## src/hw/rtl/lrup_pkg.sv

```systemverilog
// ----------------------------------------------------------------------------
// lrup_pkg
// Shared constants, codes and types for the LRU page replacement block.
// ----------------------------------------------------------------------------
package lrup_pkg;

  // default sizes
  localparam int FramesDef   = 16;
  localparam int PageBitsDef = 16;
  localparam int AgeBitsDef  = 16;

  // fixed port field widths
  localparam int PageW     = 16;
  localparam int OutcomeW  = 2;
  localparam int FiuW      = 5;
  localparam int CfgDataW  = 16;
  localparam int CfgIdxW   = 1;

  // register reset values
  localparam logic [FiuW-1:0]  FiuRst     = 5'd16;
  localparam logic [PageW-1:0] MaxPageRst = 16'hFFFF;

  typedef enum logic [OutcomeW-1:0] {
    OUT_HIT   = 2'd0,
    OUT_FILL  = 2'd1,
    OUT_REPL  = 2'd2,
    OUT_RANGE = 2'd3
  } outcome_e;

  typedef enum logic [CfgIdxW-1:0] {
    REG_FRAMES_IN_USE = 1'b0,
    REG_MAX_PAGE      = 1'b1
  } cfg_reg_e;

  typedef enum logic {
    ST_IDLE  = 1'b0,
    ST_SWEEP = 1'b1
  } state_e;

endpackage

```

## src/hw/rtl/lru_page_replacement.sv

```systemverilog
// ----------------------------------------------------------------------------
// lru_page_replacement
// LRU page replacement with aging counters over a row of frame cells.
// ----------------------------------------------------------------------------
// done_o follows the search; when out of range it comes in the cycle after the request
// a new request is taken only while idle, not during a search; out-of-range requests can
//   come every cycle. The search wave moves one frame cell per cycle along the row
// reset: clears valid marks, ages, fill and replacement counts; page store is not reset
// done_o is a one-cycle strobe, the receiver cannot stall
module lru_page_replacement #(
  parameter int FRAMES    = lrup_pkg::FramesDef,
  parameter int PAGE_BITS = lrup_pkg::PageBitsDef,
  parameter int AGE_BITS  = lrup_pkg::AgeBitsDef
) (
  input  logic                           clk_i,
  input  logic                           rst_ni,
  input  logic                           start,
  output logic                           busy,
  input  logic [lrup_pkg::PageW-1:0]     page_i,
  output logic                           done_o,
  output logic [lrup_pkg::OutcomeW-1:0]  outcome_o,
  input  logic                           cfg_we_i,
  input  logic [lrup_pkg::CfgIdxW-1:0]   cfg_idx_i,
  input  logic [lrup_pkg::CfgDataW-1:0]  cfg_data_i
);

  import lrup_pkg::*;

  localparam int IDX_W = $clog2(FRAMES);
  localparam int CNT_W = $clog2(FRAMES + 1);

  // configuration
  logic [FiuW-1:0]  fiu_q;
  logic [PageW-1:0] max_page_q;

  always_ff @(posedge clk_i or negedge rst_ni) begin
    if (!rst_ni) begin
      fiu_q      <= FiuRst;
      max_page_q <= MaxPageRst;
    end else if (cfg_we_i) begin
      case (cfg_reg_e'(cfg_idx_i))
        REG_FRAMES_IN_USE: fiu_q      <= cfg_data_i[FiuW-1:0];
        REG_MAX_PAGE:      max_page_q <= cfg_data_i[PageW-1:0];
        default: ;
      endcase
    end
  end

  logic [CNT_W-1:0] n_active;

  always_comb begin
    if (fiu_q == '0) begin
      n_active = CNT_W'(1);
    end else if (32'(fiu_q) > FRAMES) begin
      n_active = CNT_W'(FRAMES);
    end else begin
      n_active = CNT_W'(fiu_q);
    end
  end

  // control
  state_e               state_q, state_d;
  logic [CNT_W-1:0]     cnt_q, cnt_d;
  logic [CNT_W-1:0]     filled_q, filled_d;
  logic [31:0]          repl_q, repl_d;
  logic [PAGE_BITS-1:0] req_page_q, req_page_d;
  logic                 done_q, done_d;
  outcome_e             outcome_q, outcome_d;

  logic             accept;
  logic             upd;
  logic             wr;
  logic [IDX_W-1:0] tgt;

  // search chain taps
  logic                chain_hit      [FRAMES+1];
  logic [IDX_W-1:0]    chain_hit_idx  [FRAMES+1];
  logic [AGE_BITS-1:0] chain_best_age [FRAMES+1];
  logic [IDX_W-1:0]    chain_best_idx [FRAMES+1];

  assign chain_hit[0]      = 1'b0;
  assign chain_hit_idx[0]  = '0;
  assign chain_best_age[0] = '0;
  assign chain_best_idx[0] = '0;

  assign accept = start && (state_q == ST_IDLE);

  always_comb begin
    state_d    = state_q;
    cnt_d      = cnt_q;
    filled_d   = filled_q;
    repl_d     = repl_q;
    req_page_d = req_page_q;
    done_d     = 1'b0;
    outcome_d  = outcome_q;
    upd        = 1'b0;
    wr         = 1'b0;
    tgt        = '0;

    case (state_q)
      ST_IDLE: begin
        if (accept) begin
          if (page_i > max_page_q) begin
            done_d    = 1'b1;
            outcome_d = OUT_RANGE;
          end else begin
            req_page_d = PAGE_BITS'(page_i);
            cnt_d      = '0;
            state_d    = ST_SWEEP;
          end
        end
      end
      ST_SWEEP: begin
        cnt_d = cnt_q + CNT_W'(1);
        // last frame holds the full search result
        if (cnt_q == CNT_W'(FRAMES)) begin
          upd     = 1'b1;
          done_d  = 1'b1;
          state_d = ST_IDLE;
          if (chain_hit[FRAMES]) begin
            tgt       = chain_hit_idx[FRAMES];
            outcome_d = OUT_HIT;
          end else if (filled_q < n_active) begin
            tgt       = IDX_W'(filled_q);
            wr        = 1'b1;
            filled_d  = filled_q + CNT_W'(1);
            outcome_d = OUT_FILL;
          end else begin
            tgt       = chain_best_idx[FRAMES];
            wr        = 1'b1;
            outcome_d = OUT_REPL;
            if (repl_q != '1) begin
              repl_d = repl_q + 32'd1;
            end
          end
        end
      end
      default: state_d = ST_IDLE;
    endcase
  end

  always_ff @(posedge clk_i or negedge rst_ni) begin
    if (!rst_ni) begin
      state_q  <= ST_IDLE;
      cnt_q    <= '0;
      filled_q <= '0;
      repl_q   <= '0;
      done_q   <= 1'b0;
    end else begin
      state_q  <= state_d;
      cnt_q    <= cnt_d;
      filled_q <= filled_d;
      repl_q   <= repl_d;
      done_q   <= done_d;
    end
  end

  always_ff @(posedge clk_i) begin
    req_page_q <= req_page_d;
    outcome_q  <= outcome_d;
  end

  // frame row
  for (genvar g = 0; g < FRAMES; g++) begin : g_cell
    lrup_cell #(
      .IDX       (g),
      .IDX_W     (IDX_W),
      .CNT_W     (CNT_W),
      .PAGE_BITS (PAGE_BITS),
      .AGE_BITS  (AGE_BITS)
    ) u_cell (
      .clk_i      (clk_i),
      .rst_ni     (rst_ni),
      .n_active_i (n_active),
      .page_i     (req_page_q),
      .upd_i      (upd),
      .wr_i       (wr),
      .tgt_i      (tgt),
      .hit_i      (chain_hit[g]),
      .hit_idx_i  (chain_hit_idx[g]),
      .best_age_i (chain_best_age[g]),
      .best_idx_i (chain_best_idx[g]),
      .hit_o      (chain_hit[g+1]),
      .hit_idx_o  (chain_hit_idx[g+1]),
      .best_age_o (chain_best_age[g+1]),
      .best_idx_o (chain_best_idx[g+1])
    );
  end

  assign busy      = (state_q != ST_IDLE);
  assign done_o    = done_q;
  assign outcome_o = outcome_q;

endmodule

```

## src/hw/rtl/lrup_cell.sv

```systemverilog
// ----------------------------------------------------------------------------
// lrup_cell
// One page frame: holds page, valid mark and age, and forwards the running
// hit and oldest-frame search to the next frame every cycle.
// ----------------------------------------------------------------------------
module lrup_cell #(
  parameter int IDX       = 0,
  parameter int IDX_W     = 4,
  parameter int CNT_W     = 5,
  parameter int PAGE_BITS = 16,
  parameter int AGE_BITS  = 16
) (
  input  logic                 clk_i,
  input  logic                 rst_ni,
  // request broadcast
  input  logic [CNT_W-1:0]     n_active_i,
  input  logic [PAGE_BITS-1:0] page_i,
  input  logic                 upd_i,
  input  logic                 wr_i,
  input  logic [IDX_W-1:0]     tgt_i,
  // search chain from the previous frame
  input  logic                 hit_i,
  input  logic [IDX_W-1:0]     hit_idx_i,
  input  logic [AGE_BITS-1:0]  best_age_i,
  input  logic [IDX_W-1:0]     best_idx_i,
  // search chain to the next frame
  output logic                 hit_o,
  output logic [IDX_W-1:0]     hit_idx_o,
  output logic [AGE_BITS-1:0]  best_age_o,
  output logic [IDX_W-1:0]     best_idx_o
);

  localparam logic [IDX_W-1:0] MyIdx = IDX_W'(IDX);
  localparam logic [CNT_W-1:0] MyCnt = CNT_W'(IDX);

  logic [PAGE_BITS-1:0] page_q, page_d;
  logic                 valid_q, valid_d;
  logic [AGE_BITS-1:0]  age_q, age_d;
  logic                 hit_q, hit_d;
  logic [IDX_W-1:0]     hit_idx_q, hit_idx_d;
  logic [AGE_BITS-1:0]  best_age_q, best_age_d;
  logic [IDX_W-1:0]     best_idx_q, best_idx_d;

  logic active, match, take, sel;

  assign active = (MyCnt < n_active_i);
  assign match  = valid_q && active && (page_q == page_i);
  // later frames win ties
  assign take   = active && (age_q >= best_age_i);
  assign sel    = (tgt_i == MyIdx);

  always_comb begin
    hit_d      = hit_i | match;
    hit_idx_d  = hit_i ? hit_idx_i : MyIdx;
    best_age_d = take ? age_q : best_age_i;
    best_idx_d = take ? MyIdx : best_idx_i;

    page_d  = page_q;
    valid_d = valid_q;
    age_d   = age_q;
    if (upd_i) begin
      if (active && (age_q != '1)) begin
        age_d = age_q + AGE_BITS'(1);
      end
      if (sel) begin
        age_d = '0;
        if (wr_i) begin
          page_d  = page_i;
          valid_d = 1'b1;
        end
      end
    end
  end

  always_ff @(posedge clk_i or negedge rst_ni) begin
    if (!rst_ni) begin
      valid_q <= 1'b0;
      age_q   <= '0;
    end else begin
      valid_q <= valid_d;
      age_q   <= age_d;
    end
  end

  always_ff @(posedge clk_i) begin
    page_q     <= page_d;
    hit_q      <= hit_d;
    hit_idx_q  <= hit_idx_d;
    best_age_q <= best_age_d;
    best_idx_q <= best_idx_d;
  end

  assign hit_o      = hit_q;
  assign hit_idx_o  = hit_idx_q;
  assign best_age_o = best_age_q;
  assign best_idx_o = best_idx_q;

endmodule

```

## config.mk

```make
export PLATFORM = sky130hd
export DESIGN_NAME = lru_page_replacement
export DESIGN_NICKNAME = d
export VERILOG_FILES = /design/src/hw/rtl/lrup_pkg.sv /design/src/hw/rtl/lru_page_replacement.sv /design/src/hw/rtl/lrup_cell.sv
export SDC_FILE = /design/constraint.sdc
export NUM_CORES = 2
export LEC_CHECK = 0
export BUFFER_PORTS_ARGS = -buffer_cell sky130_fd_sc_hd__buf_2
export CORE_MARGIN = 8
export CORE_UTILIZATION = 45
export CTS_CLUSTER_SIZE = 40
export DETAILED_ROUTE_END_ITERATION = 10
export PLACE_DENSITY = 0.61
export SYNTH_ARGS = -nofsm -noshare
export SYNTH_HDL_FRONTEND = slang
export SYNTH_SLANG_ARGS = --single-unit
```

## constraint.sdc

```tcl
create_clock -name clk_i -period 14.02 [get_ports clk_i]
set_input_delay 0.701 -clock clk_i [delete_from_list [all_inputs] [get_ports clk_i]]
set_output_delay 0.701 -clock clk_i [all_outputs]
set_load 0.01 [all_outputs]
```

Yosys cells after proc, flatten, opt, wreduce, memory -nomap -nowiden
Index checks and enable logic that the tools add are counted.
{ "op_classes": {"n_bitwise": 19, "n_reduce_logical": 121, "magnitude_cmp": 35, "n_eq_ne": 52, "muxes": 75, "add_sub_neg": 18} }
{ "op_table": {"columns": ["operator", "n"], "rows": [
  ["16-bit two-way mux", 46],
  ["16-bit by 1-bit adder with 16-bit output (second input constant)", 16],
  ["16-bit == test", 16],
  ["16-bit inequality test (second input constant)", 16],
  ["16-bit greater-or-equal comparator", 15],
  ["1-bit logical AND", 65],
  ["3-bit AND reduction", 18],
  ["4-bit by 5-bit < comparator with 1-bit output (first input constant)", 8],
  ["2-bit AND reduction", 19],
  ["4-bit == test (second input constant)", 8],
  ["2-bit nonzero test", 16],
  ["3-bit by 5-bit < comparator with 1-bit output (first input constant)", 4],
  ["5-bit two-way mux", 4],
  ["4-bit by 3-bit == test with 1-bit output (second input constant)", 4],
  ["16-bit by 1-bit greater-or-equal comparator with 1-bit output (second input constant)", 1],
  ["16-bit > comparator", 1],
  ["4-bit two-way mux", 4],
  ["1-bit OR", 15],
  ["1-bit two-way mux", 12],
  ["5-bit by 1-bit adder with 5-bit output (second input constant)", 2],
  ["1-bit by 5-bit < comparator with 1-bit output (first input constant)", 2],
  ["2-bit by 5-bit < comparator with 1-bit output (first input constant)", 2],
  ["2-bit two-way mux", 5],
  ["5-bit one-hot mux with 2 select lines", 1],
  ["13 further kinds", 20]
]} }
{ "word_totals": {"in_bits": 37, "regBits": 955, "wordCells": 437} }

Logic depth before layout (Yosys ltp)
{ "depth": {"ltp_word": 11, "ltp_mapped": 15, "ltp_nobuf": 10} }

Cells and area by module
From an unflattened synthesis, not the netlist that was laid out.
{ "hier_totals": {"cells_unflattened": 4252, "hier_area_um2": 47692.0} }
{ "modules_own_cells": {"columns": ["mod", "area_per_inst_um2", "instances", "cells_per_inst", "seq_area_each_um2"], "rows": [
  ["lrup_cell (g_cell[0].u_cell)", 3079.2, 1, 314, 1406.3],
  ["lrup_cell (g_cell[15].u_cell)", 2937.8, 1, 282, 1406.3],
  ["lrup_cell (g_cell[8].u_cell)", 2896.5, 1, 254, 1406.3],
  ["lrup_cell (g_cell[12].u_cell)", 2859.0, 1, 253, 1406.3],
  ["lrup_cell (g_cell[2].u_cell)", 2854.0, 1, 248, 1406.3],
  ["lrup_cell (g_cell[9].u_cell)", 2845.2, 1, 254, 1406.3],
  ["lrup_cell (g_cell[6].u_cell)", 2806.4, 1, 248, 1406.3],
  ["lrup_cell (g_cell[11].u_cell)", 2803.9, 1, 243, 1406.3],
  ["lrup_cell (g_cell[10].u_cell)", 2791.4, 1, 245, 1406.3],
  ["lrup_cell (g_cell[3].u_cell)", 2765.2, 1, 248, 1406.3],
  ["lrup_cell (g_cell[4].u_cell)", 2762.6, 1, 240, 1406.3],
  ["lrup_cell (g_cell[13].u_cell)", 2751.4, 1, 245, 1406.3],
  ["lrup_cell (g_cell[5].u_cell)", 2751.4, 1, 241, 1406.3],
  ["lrup_cell (g_cell[14].u_cell)", 2746.4, 1, 244, 1406.3],
  ["+3 rows", null, null, null, null]
]} }

Least setup slack after synthesis
No wires, ideal clock.
{ "synth_path": {"path_kind": "reg-to-reg", "start": "register fiu_q[4]", "end": "register g_cell[11].u_cell.page_q[0], enable pin", "required_ns": 13.588, "setup_ns": 0.432, "setup_slack_ns": 8.918, "path_stages_with_launch": 13, "arrival_time_ns": 4.670, "cell_sequence": "dfstp_2 > clkbuf_1 > buf_1 > inv_1 > ha_1 > nand4_1 > a221oi_2 > or2_0 > buf_2 > a221o_1 > nand3_1 > buf_2 > nor4_1"} }
{ "synth_between": {"elab_chain_cells": 10, "elab_cells_between_ends": 11, "cone_classes": "2 x order compare; 1 x eq/ne; 6 x mux; 2 x reduce/logical"} }
{ "synth_lines": {"columns": ["element", "line_no", "text"], "rows": [
  ["start, declared", "lru_page_replacement.sv:33", "logic [FiuW-1:0] fiu_q;"],
  ["start signal, assigned", "lru_page_replacement.sv:38", "fiu_q <= FiuRst;"],
  ["start signal, assigned", "lru_page_replacement.sv:42", "REG_FRAMES_IN_USE: fiu_q <= cfg_data_i[FiuW-1:0];"],
  ["5-bit > comparator", "lru_page_replacement.sv:54", "end else if (32'(fiu_q) > FRAMES) begin"],
  ["5-bit two-way mux", "lru_page_replacement.sv:54", null],
  ["5-bit two-way mux (*)", "lru_page_replacement.sv:52", "if (fiu_q == '0) begin"],
  ["5-bit < comparator (*)", "lru_page_replacement.sv:123", "end else if (filled_q < n_active) begin"],
  ["4-bit two-way mux (*)", "lru_page_replacement.sv:123", null],
  ["4-bit two-way mux (*)", "lru_page_replacement.sv:120", "if (chain_hit[FRAMES]) begin"],
  ["4-bit two-way mux (*)", "lru_page_replacement.sv:116", "if (cnt_q == CNT_W'(FRAMES)) begin"],
  ["4-bit two-way mux (*)", "lru_page_replacement.sv:100", "case (state_q)"],
  ["4-bit == test (*)", "lrup_cell.sv:50", "assign sel = (tgt_i == MyIdx);"],
  ["3-bit AND reduction (no source line) (*)", null, null],
  ["end signal, assigned", "lrup_cell.sv:86", "page_q <= page_d;"],
  ["end, declared", "lrup_cell.sv:36", "logic [PAGE_BITS-1:0] page_q, page_d;"]
]} }
Every way passes the cells marked *; elsewhere a longest branch is shown, timed or not.
A chain may end at the register's enable or synchronous reset.

Worst setup path after layout
{ "layout_path": {"start": "register fiu_q[4]", "end": "register g_cell[8].u_cell.page_q[0], enable pin"} }
{ "layout_between": {"elab_chain_cells": 10, "elab_cells_between_ends": 11, "cone_classes": "2 x order compare; 1 x eq/ne; 6 x mux; 2 x reduce/logical"} }
{ "layout_lines": {"columns": ["element", "line_no"], "rows": [
  ["5-bit > comparator", "lru_page_replacement.sv:54"],
  ["5-bit two-way mux", "lru_page_replacement.sv:54"],
  ["5-bit two-way mux (*)", "lru_page_replacement.sv:52"],
  ["5-bit < comparator (*)", "lru_page_replacement.sv:123"],
  ["4-bit two-way mux (*)", "lru_page_replacement.sv:123"],
  ["4-bit two-way mux (*)", "lru_page_replacement.sv:120"],
  ["4-bit two-way mux (*)", "lru_page_replacement.sv:116"],
  ["4-bit two-way mux (*)", "lru_page_replacement.sv:100"],
  ["4-bit == test (*)", "lrup_cell.sv:50"],
  ["3-bit AND reduction (no source line) (*)", null],
  ["end signal, assigned", "lrup_cell.sv:86"],
  ["end, declared", "lrup_cell.sv:36"]
]} }
Marked as above.

==> flow_summary_export.csv <==
group,metric,value,unit
power_and_ir_drop,power.switching,2.00,mW
grt,antenna_found_initial,1,
synth,yosysTopAreaCellShare,19.1,%
cts,cts_buffers,97,
power_and_ir_drop,vdd_drop_max,111,uV
worst_setup_path,worstPathArrival,5.54,ns
detailed_routing,totalWireLength,93400,um
worst_setup_path,cp-start-kind,"flip-flop",
sta,skew,0.0322,ns
cts,postCtsSetupBuffers,0,
die,die_x,326,um
placed_design,hpwl,63300,um
die,io_pins,41,
cts,insertion_delay,0.66,ns
worst_setup_path,cp_max_fo,22,
worst_setup_path,crit_type,"reg -> reg",
sta,setup_viol,0,
worst_setup_path,cpMaxStageDelayCell,"nor2_1",
synth,syn_area,43100,sq um
synth,synth_edf_count,274,
final_layout,regArea,23000,sq um
power_and_ir_drop,sequentialPowerShare,43.7,%
sta,drv_slew,0,
sta,finalCritPeriodShare,37.7,%
grt,grt_use_total,17.4,%
sta,period_minus_slack,5.28,ns
detailed_routing,via_per_inst,5.16,
cts,clk_pin_slew,0.06,ns
sta,rsz0062_at_grt,"no",
power_and_ir_drop,p_leak,20.2,nW
sta,relSlewSlack,13.9,%
worst_setup_path,r2r-start,"fiu_q[4]$_DFFE_PN1P_",
sta,fmax,0.189,GHz
synth,synth_area_leader_cell,"edfxtp_1",
final_layout,final.fill_count,8427,
die,rows,113,
detailed_routing,ant_nets,0,
synth,ys_top_cells_by_count,"355 x nor2_1, 354 x dfxtp_1, 306 x inv_1",
final_layout,final_layout_size_suffix_gt1_share,13.7,%
cts,cts_sinks,933,
synth,synth_compound_area_share,5.45,%
detailed_routing,drt-initial-drc-count,1506,
detailed_routing,post-route-drc-count,0,
synth,synth.avg_cell_area,11.2,sq um
power_and_ir_drop,p_clk_share,37.1,%
cts,ctsResizeCount,0,
synth,ys_ff_latch,933,
synth,syn_nets,4159,
grt,grt_max_degree,150,
grt,grt_pass1_wl,151000,um
final_layout,area.growth.synth_to_final,12.2,%
synth,yosys.area_share.simple,13.2,%
outcome,status,"complete, no violations",
synth,synth_most_common_cell,"nor2_1",
synth,ys_types,64,
power_and_ir_drop,p_int,5.21,mW
cts,ctsHoldBuffers,0,
power_and_ir_drop,combinationalPowerShare,19.2,%
sta,worstMarginPinSlew,1.29,ns
worst_setup_path,path_cells,"inv_1, ha_1, nand4_1, a221oi_2, or2_0, a221o_1, nand3_1, nor2_1",
sta,hold_viol_final,0,
synth,synthCells,3843,
worst_setup_path,reg2reg_slack,8.74,ns
die,core-area,95000,sq um
sta,hold_ws,0.0396,ns
final_layout,diodes,0,
worst_setup_path,end_kind,"flip-flop",
grt,grt_pass1_vias,27000,
final_layout,multi_input_area,18600,sq um
sta,setup-tns-final,0,ns
worst_setup_path,reg2reg_depth,8,
worst_setup_path,r2r_end,"g_cell[8].u_cell.page_q[0]$_DFFE_PP_",
cts,htree_levels,3,
synth,ys.flop_type,"dfxtp_1",
synth,muxShareOfSynthArea,6.53,%
synth,yosysSeqAreaShare,53.3,%
final_layout,final_nets,4233,
detailed_routing,wl_per_cell,17.7,um
power_and_ir_drop,swShare,27.7,%
worst_hold_path,hp-class,"in -> async",
detailed_routing,dr.pass1.iters,6,
synth,synthAdderAreaFrac,8.10,%
placed_design,gp_congestion,0.820,
grt,overflow,0,
synth,ys_warn_count,0,
die,initial_core_util,45.4,%
synth,synth_xor_area_share,9.67,%
detailed_routing,num_vias,27200,
synth,synthArstFlopShare,32.7,%
worst_setup_path,crit_required,14.28,ns
die,dieArea,106000,sq um
synth,synth_area_leaders,"edfxtp_1 19%, dfrtp_1 17%, dfxtp_1 16%, ha_1 8.1%, mux2_2 5.9%",
cts,cts_tree,"done",
power_and_ir_drop,power_density,149,nW/um^2
cts,clk_path_buf_depth,3,
cts,root_buffer,"clkbuf_16",
die,fp.dieH,326,um
run,drv_cap,0,
synth,synth_top_family_by_area,"simple AND/OR/NAND/NOR gates",
placed_design,port_buffers,40,
worst_setup_path,critPathMaxStageDelay,1.26,ns
[layout make-up]
class / count / share of cell area [%]
flip-flops and latches: 933 / 47.5
multi-input cells: 2482 / 38.5
clock buffers: 151 / 6.16
well taps: 1265 / 3.27
inverters: 306 / 2.37
repair buffers: 97 / 1.34
clock inverters: 33 / 0.869
[registers in the layout, indices dropped and copies added (netlist names)]
signal	cells
g_cell.u_cell.valid_q	16
filled_q	5
g_cell.u_cell.best_age_o	240
done_o	1
fiu_q	5
req_page_q	16
g_cell.u_cell.hit_o	16
busy	1
max_page_q	16
cnt_q	5
g_cell.u_cell.best_idx_o	49
g_cell.u_cell.hit_idx_o	49
outcome_o	2
g_cell.u_cell.age_q	256
g_cell.u_cell.page_q	256
[cell usage in the layout, fill, tap and decap left out, drive strengths merged, types with 15 or more instances in the layout]
cell type,count
xnor2,282
and2,47
o21ai,62
nor3,61
nor2,355
clkinv,19
dfxtp,354
mux2i,27
nand3,105
o31ai,18
and3,38
a21o,79
dfrtp,288
or3,15
edfxtp,274
xor2,194
clkbuf,151
nand2,153
mux2,226
nand2b,73
or2,22
nor2b,16
nand4,150
dfstp,17
and4,32
ha,279
buf,97
nor4,47
inv,311
a21oi,81
[worst max-delay path, delay by kind of cell, from the launching register on]
kind / cells / cell delay [ns]
compound gates: 2 / 0.79
fa+ha+maj: 1 / 0.37
buf+inv: 1 / 0.20
flops: 1 / 0.86
simple gates: 4 / 2.67
[per-layer routing]
layer | track usage [%] | up-vias | share of wire [%]
li1 | - | 13500 | -
met1 | 24.0 | 13100 | 47
met2 | 28.7 | 442 | 47
met3 | 2.53 | 114 | 4.2
met4 | 4.27 | 0 | 1.8
met5 | 0 | - | 0
[worst max-delay path by stage]
stage | start | endpoint | depth (start not counted) | slack, ns
6_report | fiu_q[4]$_DFFE_PN1P_ | g_cell[8].u_cell.page_q[0]$_DFFE_PP_ | 8 | 8.74
3_5_place_dp | fiu_q[4]$_DFFE_PN1P_ | g_cell[8].u_cell.page_q[3]$_DFFE_PP_ | 8 | 8.80
2_1_floorplan | fiu_q[4]$_DFFE_PN1P_ | g_cell[11].u_cell.page_q[0]$_DFFE_PP_ | 12 | 8.92
3_3_place_gp | fiu_q[4]$_DFFE_PN1P_ | g_cell[8].u_cell.page_q[8]$_DFFE_PP_ | 8 | 8.95
5_1_grt | fiu_q[4]$_DFFE_PN1P_ | g_cell[8].u_cell.page_q[0]$_DFFE_PP_ | 8 | 8.38
4_1_cts | fiu_q[4]$_DFFE_PN1P_ | g_cell[8].u_cell.page_q[0]$_DFFE_PP_ | 8 | 8.81
[logic make-up after synthesis]
logic type	after synthesis
AOI/OAI and AO/OA	345
and+or+nand+nor	1129
muxes	253
adders and majority gates	279
DFF	933
buffers and inverters	428
xor gates and xnor gates	476
[power by group through the flow]
stage / Sequential, mW / Combinational (mW) / Clock, mW
CTS: 3.15 / 1.41 / 2.74
finish: 3.15 / 1.38 / 2.68
floorplan: 3.16 / 1.01 / 0
detailed placement: 3.20 / 1.39 / 0
global route: 3.18 / 1.53 / 2.84
global placement: 3.20 / 1.38 / 0
[metrics by stage]
step	power [mW]	std cells	instance area (sq um)	util, %	setup WS (ns)
final	7.21	5267	48400	50.9	8.74
after CTS	7.30	5267	48400	50.9	8.81
after floorplan	4.17	3843	43100	-	8.92
after global placement	4.59	5083	45000	47.3	8.95
after global routing	7.55	5267	48400	50.9	8.38
after detailed placement	4.60	5083	45000	47.3	8.80
Power figures use the tool's default switching activity.
